$ cat src/tpmp_pkg.sv
// Shared constants and types for the tile point Mercator projector.
`default_nettype none

package tpmp_pkg;

  // Screen geometry and output limit
  parameter int SCREEN_SIZE = 240;
  parameter int CLAMP_LIMIT = 20000;

  // Field widths
  parameter int TILE_LAT_W = 31;
  parameter int TILE_LON_W = 32;
  parameter int OFFSET_W   = 16;
  parameter int UNIT_W     = 24;
  parameter int SCREEN_W   = 16;
  parameter int IN_DATA_W  = 96;
  parameter int OUT_DATA_W = 32;

  // Configuration port
  parameter int CFG_IDX_W  = 3;
  parameter int CFG_DATA_W = 64;

  // Degree conversion: round(delta * 2^24 / 10^7) = floor((mag * 2^17 + 39062) / 78125)
  parameter int DELTA_W     = 42;
  parameter int DEG_W       = 32;
  parameter int MAG_W       = 31;
  parameter int NUM_W       = 48;
  parameter int DEG_SHIFT   = 17;
  parameter int DELTA_LIMIT = 1280000000;
  parameter logic [31:0] DEG_RECIP = 32'd3602879701;  // floor(2^48 / 78125)
  parameter logic [16:0] DEG_DIV   = 17'd78125;
  parameter logic [15:0] DEG_RND   = 16'd39062;

  typedef enum logic [CFG_IDX_W-1:0] {
    REG_CENTER_LAT = 3'd0,
    REG_CENTER_LON = 3'd1,
    REG_COORD_UNIT = 3'd2,
    REG_LON_GAIN   = 3'd3,
    REG_LAT_GAIN   = 3'd4,
    REG_CURVE      = 3'd5,
    REG_ROTATION   = 3'd6,
    REG_TRACK_UP   = 3'd7
  } cfg_reg_t;

endpackage

`default_nettype wire

$ cat src/tpmp_deg_conv.sv
// Five-stage conversion of a 1e-7 degree delta into Q8.24 degrees.
`default_nettype none

module tpmp_deg_conv (
  input  logic                                clk,
  input  logic                                en,
  input  logic signed [tpmp_pkg::DELTA_W-1:0] delta_i,
  output logic signed [tpmp_pkg::DEG_W-1:0]   deg_o
);
  import tpmp_pkg::*;

  localparam logic signed [DELTA_W-1:0] LIM_POS = DELTA_W'(DELTA_LIMIT);
  localparam logic signed [DELTA_W-1:0] LIM_NEG = -LIM_POS;
  localparam logic [NUM_W-1:0] DIV_1 = NUM_W'(DEG_DIV);
  localparam logic [NUM_W-1:0] DIV_2 = NUM_W'({DEG_DIV, 1'b0});

  // stage A: clamp and magnitude
  logic signed [DELTA_W-1:0] delta_neg;
  logic [MAG_W-1:0]          mag_a_nxt, mag_a_r;
  logic                      neg_a_nxt, neg_a_r;
  // stage B: quotient estimate
  logic [2*DEG_W-1:0]        est;
  logic [DEG_W-1:0]          qe_b_r;
  logic [MAG_W-1:0]          mag_b_r;
  logic                      neg_b_r;
  // stage C: back-multiply
  logic [NUM_W:0]            prod_full;
  logic [NUM_W-1:0]          prod_c_r;
  logic [DEG_W-1:0]          qe_c_r;
  logic [MAG_W-1:0]          mag_c_r;
  logic                      neg_c_r;
  // stage D: remainder correction
  logic [NUM_W-1:0]          num, rem;
  logic [DEG_W-1:0]          q_d_nxt, q_d_r;
  logic                      neg_d_r;
  // stage E: sign and saturation
  logic signed [DEG_W-1:0]   deg_e_nxt, deg_e_r;

  always_comb begin
    delta_neg = -delta_i;
    neg_a_nxt = delta_i[DELTA_W-1];
    if (delta_i > LIM_POS || delta_i < LIM_NEG) begin
      mag_a_nxt = LIM_POS[MAG_W-1:0];
    end else if (neg_a_nxt) begin
      mag_a_nxt = delta_neg[MAG_W-1:0];
    end else begin
      mag_a_nxt = delta_i[MAG_W-1:0];
    end
  end

  // estimate sits at most two below the true quotient
  assign est = {mag_a_r, 1'b0} * DEG_RECIP;

  assign prod_full = qe_b_r * DEG_DIV;

  always_comb begin
    num = {mag_c_r, {DEG_SHIFT{1'b0}}} + NUM_W'(DEG_RND);
    rem = num - prod_c_r;
    if (rem >= DIV_2) begin
      q_d_nxt = qe_c_r + DEG_W'(2);
    end else if (rem >= DIV_1) begin
      q_d_nxt = qe_c_r + DEG_W'(1);
    end else begin
      q_d_nxt = qe_c_r;
    end
  end

  always_comb begin
    if (neg_d_r) begin
      deg_e_nxt = ~q_d_r + DEG_W'(1);
    end else if (q_d_r[DEG_W-1]) begin
      deg_e_nxt = {1'b0, {(DEG_W-1){1'b1}}};
    end else begin
      deg_e_nxt = q_d_r;
    end
  end

  always_ff @(posedge clk) begin
    if (en) begin
      mag_a_r  <= mag_a_nxt;
      neg_a_r  <= neg_a_nxt;
      qe_b_r   <= est[2*DEG_W-1:DEG_W];
      mag_b_r  <= mag_a_r;
      neg_b_r  <= neg_a_r;
      prod_c_r <= prod_full[NUM_W-1:0];
      qe_c_r   <= qe_b_r;
      mag_c_r  <= mag_b_r;
      neg_c_r  <= neg_b_r;
      q_d_r    <= q_d_nxt;
      neg_d_r  <= neg_c_r;
      deg_e_r  <= deg_e_nxt;
    end
  end

  assign deg_o = deg_e_r;

endmodule

`default_nettype wire

$ cat config.mk
export PLATFORM = sky130hd
export DESIGN_NAME = tpmp_deg_conv
export DESIGN_NICKNAME = d
export VERILOG_FILES = /design/src/tpmp_pkg.sv /design/src/tpmp_deg_conv.sv
export SDC_FILE = /design/constraint.sdc
export NUM_CORES = 2
export LEC_CHECK = 0
export BUFFER_PORTS_ARGS = -buffer_cell sky130_fd_sc_hd__buf_2
export CAP_MARGIN = 20
export CORE_ASPECT_RATIO = 0.6
export CORE_UTILIZATION = 60
export CTS_BUF_LIST = sky130_fd_sc_hd__clkbuf_16
export DETAILED_ROUTE_END_ITERATION = 10
export PLACE_DENSITY = 0.77
export SYNTH_ARGS = -nofsm -noshare
export SYNTH_HDL_FRONTEND = slang
export SYNTH_SLANG_ARGS = --single-unit
$ cat constraint.sdc
create_clock -name clk -period 12.5 [get_ports clk]
set_input_delay 1.25 -clock clk [delete_from_list [all_inputs] [get_ports clk]]
set_output_delay 1.25 -clock clk [all_outputs]
set_load 0.02 [all_outputs]
==> key figures <==
Worst setup path
  • CP arrival: 9.69 ns
  • CP max FO: 10
  • Worst EP required: 12.87 ns
  • Critical Path End Type: flip-flop
  • Startpoint Class: flip-flop
  • Critical path type: reg -> reg

STA
  • Worst Max-Slew Pin Slew: 1.117 ns
  • Final clock skew: 0.03221 ns
  • RSZ-0062 raised after global routing: false
  • Worst rel slew slack: 0.2456
  • Final min period: 9.322 ns
  • Crit share post-route: 0.7457
  • Highest clock rate: 107.3 MHz
  • Setup violations, final: 0
  • Final Slew Violations: 0
  • Hold Vio Cnt, Final: 0
  • Setup_tns: 0 ns

Logic synthesis
  • Syn Area/Cell: 10.53 um^2
  • Sequential area share after synthesis: 0.2074
  • Yosys warns: 0
  • Post-synthesis register bit count: 271
  • Post-synth EDFFs: 271
  • Synth Instances: 3727
  • Post-synth ARST share: 0
  • Post-synth top flop: edfxtp_1
  • Cell Area, Synth: 39230 um^2
  • Net Count, Synth: 4989
  • Yosys cell types: 89

Flow run
  • Max-Cap Viols: 0

GRT
  • Initial antenna violation count: 2
  • Total track usage: 0.3205
  • Vias in the first global route: 26.63k
  • First-pass GRT wire length: 159500 um
  • Grt ovf: 0
  • Largest net degree at the start of global routing: 159

Run status
  • Status: complete, no violations

Clock network
  • H-tree Lvls: 1
  • Root Buffer: clkbuf_16
  • CTS Sinks: 271
  • Post-CTS setup buffers: 0
  • CTS Hold Bufs: 0
  • Clock-pin slew on the worst setup and hold paths: 0.07 ns
  • Worst-Skew Late Latency: 0.62 ns
  • CTS tree: yes
  • Clock buffer depth: 3
  • Post_cts resized: 0
  • TritonCTS Buffers: 30

Cells and area
  • Layout Cells excl Fill: 4670
  • Layout cells sized above 1: 0.04217
  • NumNets Final: 5056
  • Synth-to-Final Area Change: 6.005%

Drt
  • DR pass1 iterations: 6
  • Drt initial violations: 2896
  • ANT nets after route: 0
  • Residual DRC: 0
  • Wire per inst: 22.12 um
  • Vias: 26.85k
  • Routed WL: 103300 um
  • Via density: 5.748

Die
  • I/O pins: 76
  • Die width: 332.1 um
  • Die H: 200.1 um
  • Die area: 66450 um^2
  • Initial core utilization: 0.6082
  • # rows: 72
  • Placeable Area: 64500 um^2

Placed design
  • DP HPWL: 88370 um
  • I/O Buffers: 75
  • GPL Wtd Cong: 1.020
  • DP Cell Count: 4612

Hold path
  • Worst hold path class: reg -> reg
## cell usage after synthesis, drive strengths merged (41+ instances only)
cell | count | area [um^2]
xnor2 | 72 | 630.6
nor2 | 131 | 491.7
nand3 | 46 | 230.2
inv | 1001 | 3757
nor3 | 41 | 232.7
nand2 | 117 | 439.2
fa | 590 | 11810
a31oi | 41 | 256.5
xor2 | 83 | 727.0
a21o | 50 | 375.4
o21ai | 74 | 370.4
edfxtp | 271 | 8138
a21oi | 137 | 693.2
ha | 628 | 7858
## worst max-delay path, stage by stage (launching register included)
cell and delay (ns):
edfxtp_1 0.67, fa_1 0.83, ha_1 0.33, inv_1 0.08
fa_1 0.43, fa_1 0.53, inv_1 0.05, fa_1 0.58
fa_1 0.55, fa_1 0.55, inv_1 0.05, fa_1 0.53
inv_1 0.05, ha_1 0.29, a21oi_1 0.12, a21boi_1 0.31
nand3_1 0.18, a211oi_1 0.35, o2111ai_1 0.27, a21oi_1 0.46
a31oi_1 0.45, o211ai_1 0.37, a21oi_1 0.19, o31ai_1 0.51
a21oi_1 0.18, xnor2_1 0.15
## registers in the layout, indices dropped and copies added (netlist names), 30 cells and up
register / cells
mag_a_r: 31
qe_b_r: 32
qe_c_r: 30
mag_c_r: 31
q_d_r: 32
mag_b_r: 31
prod_c_r: 48
deg_o: 32
## cell type report
cell class                      instances  area [um^2]
Multi-Input combinational cell       2408        27150
Timing Repair Buffer                   82        447.9
Fill cell                            5147        22910
Clock inverter                         26        276.5
Sequential cell                       271         8138
Antenna cell                            1        2.502
Tap cell                              851         1065
Clock buffer                           30        750.7
Inverter                             1001         3757
## cell usage in the layout (no fill, tap or decap), types with 46 or more instances in the layout
cell	synthesis	layout
xnor2_1	72	72
buf_2	7	75
o21ai_0	60	60
inv_1	1001	1002
fa_1	590	590
a21o_1	50	50
nand2_1	117	117
ha_1	628	628
xor2_1	83	83
a21oi_1	135	135
nand3_1	46	46
edfxtp_1	271	271
nor2_1	131	131
## logic make-up after synthesis
| group | after synthesis | synth area share |
|---|---|---|
| xor+xnor | 155 | 0.03460 |
| simple gates | 555 | 0.07498 |
| fa+ha+maj | 1218 | 0.5013 |
| compound gates | 462 | 0.07638 |
| flops | 271 | 0.2074 |
| mux | 18 | 0.004656 |
| buf+inv | 1048 | 0.1006 |
## stage by stage
step,util,setup slack (ns),instance area [um^2],hold WS [ns]
6_report,0.6448,3.178,41590,0.4214
5_1_grt,0.6447,2.726,41590,0.4262
4_1_cts,0.6447,3.327,41580,0.4211
3_5_place_dp,0.6287,3.421,40550,0.4045
3_3_place_gp,0.6287,3.580,40550,0.4017
2_1_floorplan,-,4.829,39230,0.4003
## worst paths after layout
kind / start / end / slack [ns] / depth (start not counted)
worst max-delay path: mag_a_r[8]$_SDFFCE_PP0P_ / qe_b_r[26]$_DFFE_PP_ / 3.18 / 25
worst min-delay path: neg_c_r$_DFFE_PP_ / neg_d_r$_DFFE_PP_ / 0.42 / 0
worst min register to register: neg_c_r$_DFFE_PP_ / neg_d_r$_DFFE_PP_ / 0.42 / 0
worst max register to register: mag_a_r[8]$_SDFFCE_PP0P_ / qe_b_r[26]$_DFFE_PP_ / 3.18 / 25
## routing by layer
metal / routed length (um) / GRT usage / part of all wire / vias up
met5: 13 / 0 / 0.00013 / -
met4: 1151 / 0.03789 / 0.011 / 2
met3: 14090 / 0.1206 / 0.14 / 82
met2: 37890 / 0.4052 / 0.37 / 1273
met1: 50130 / 0.5198 / 0.49 / 13200
li1: - / - / - / 12290
Power is not shown: default switching activity piles up to over one toggle a cycle in this logic, so the estimate is an artifact.
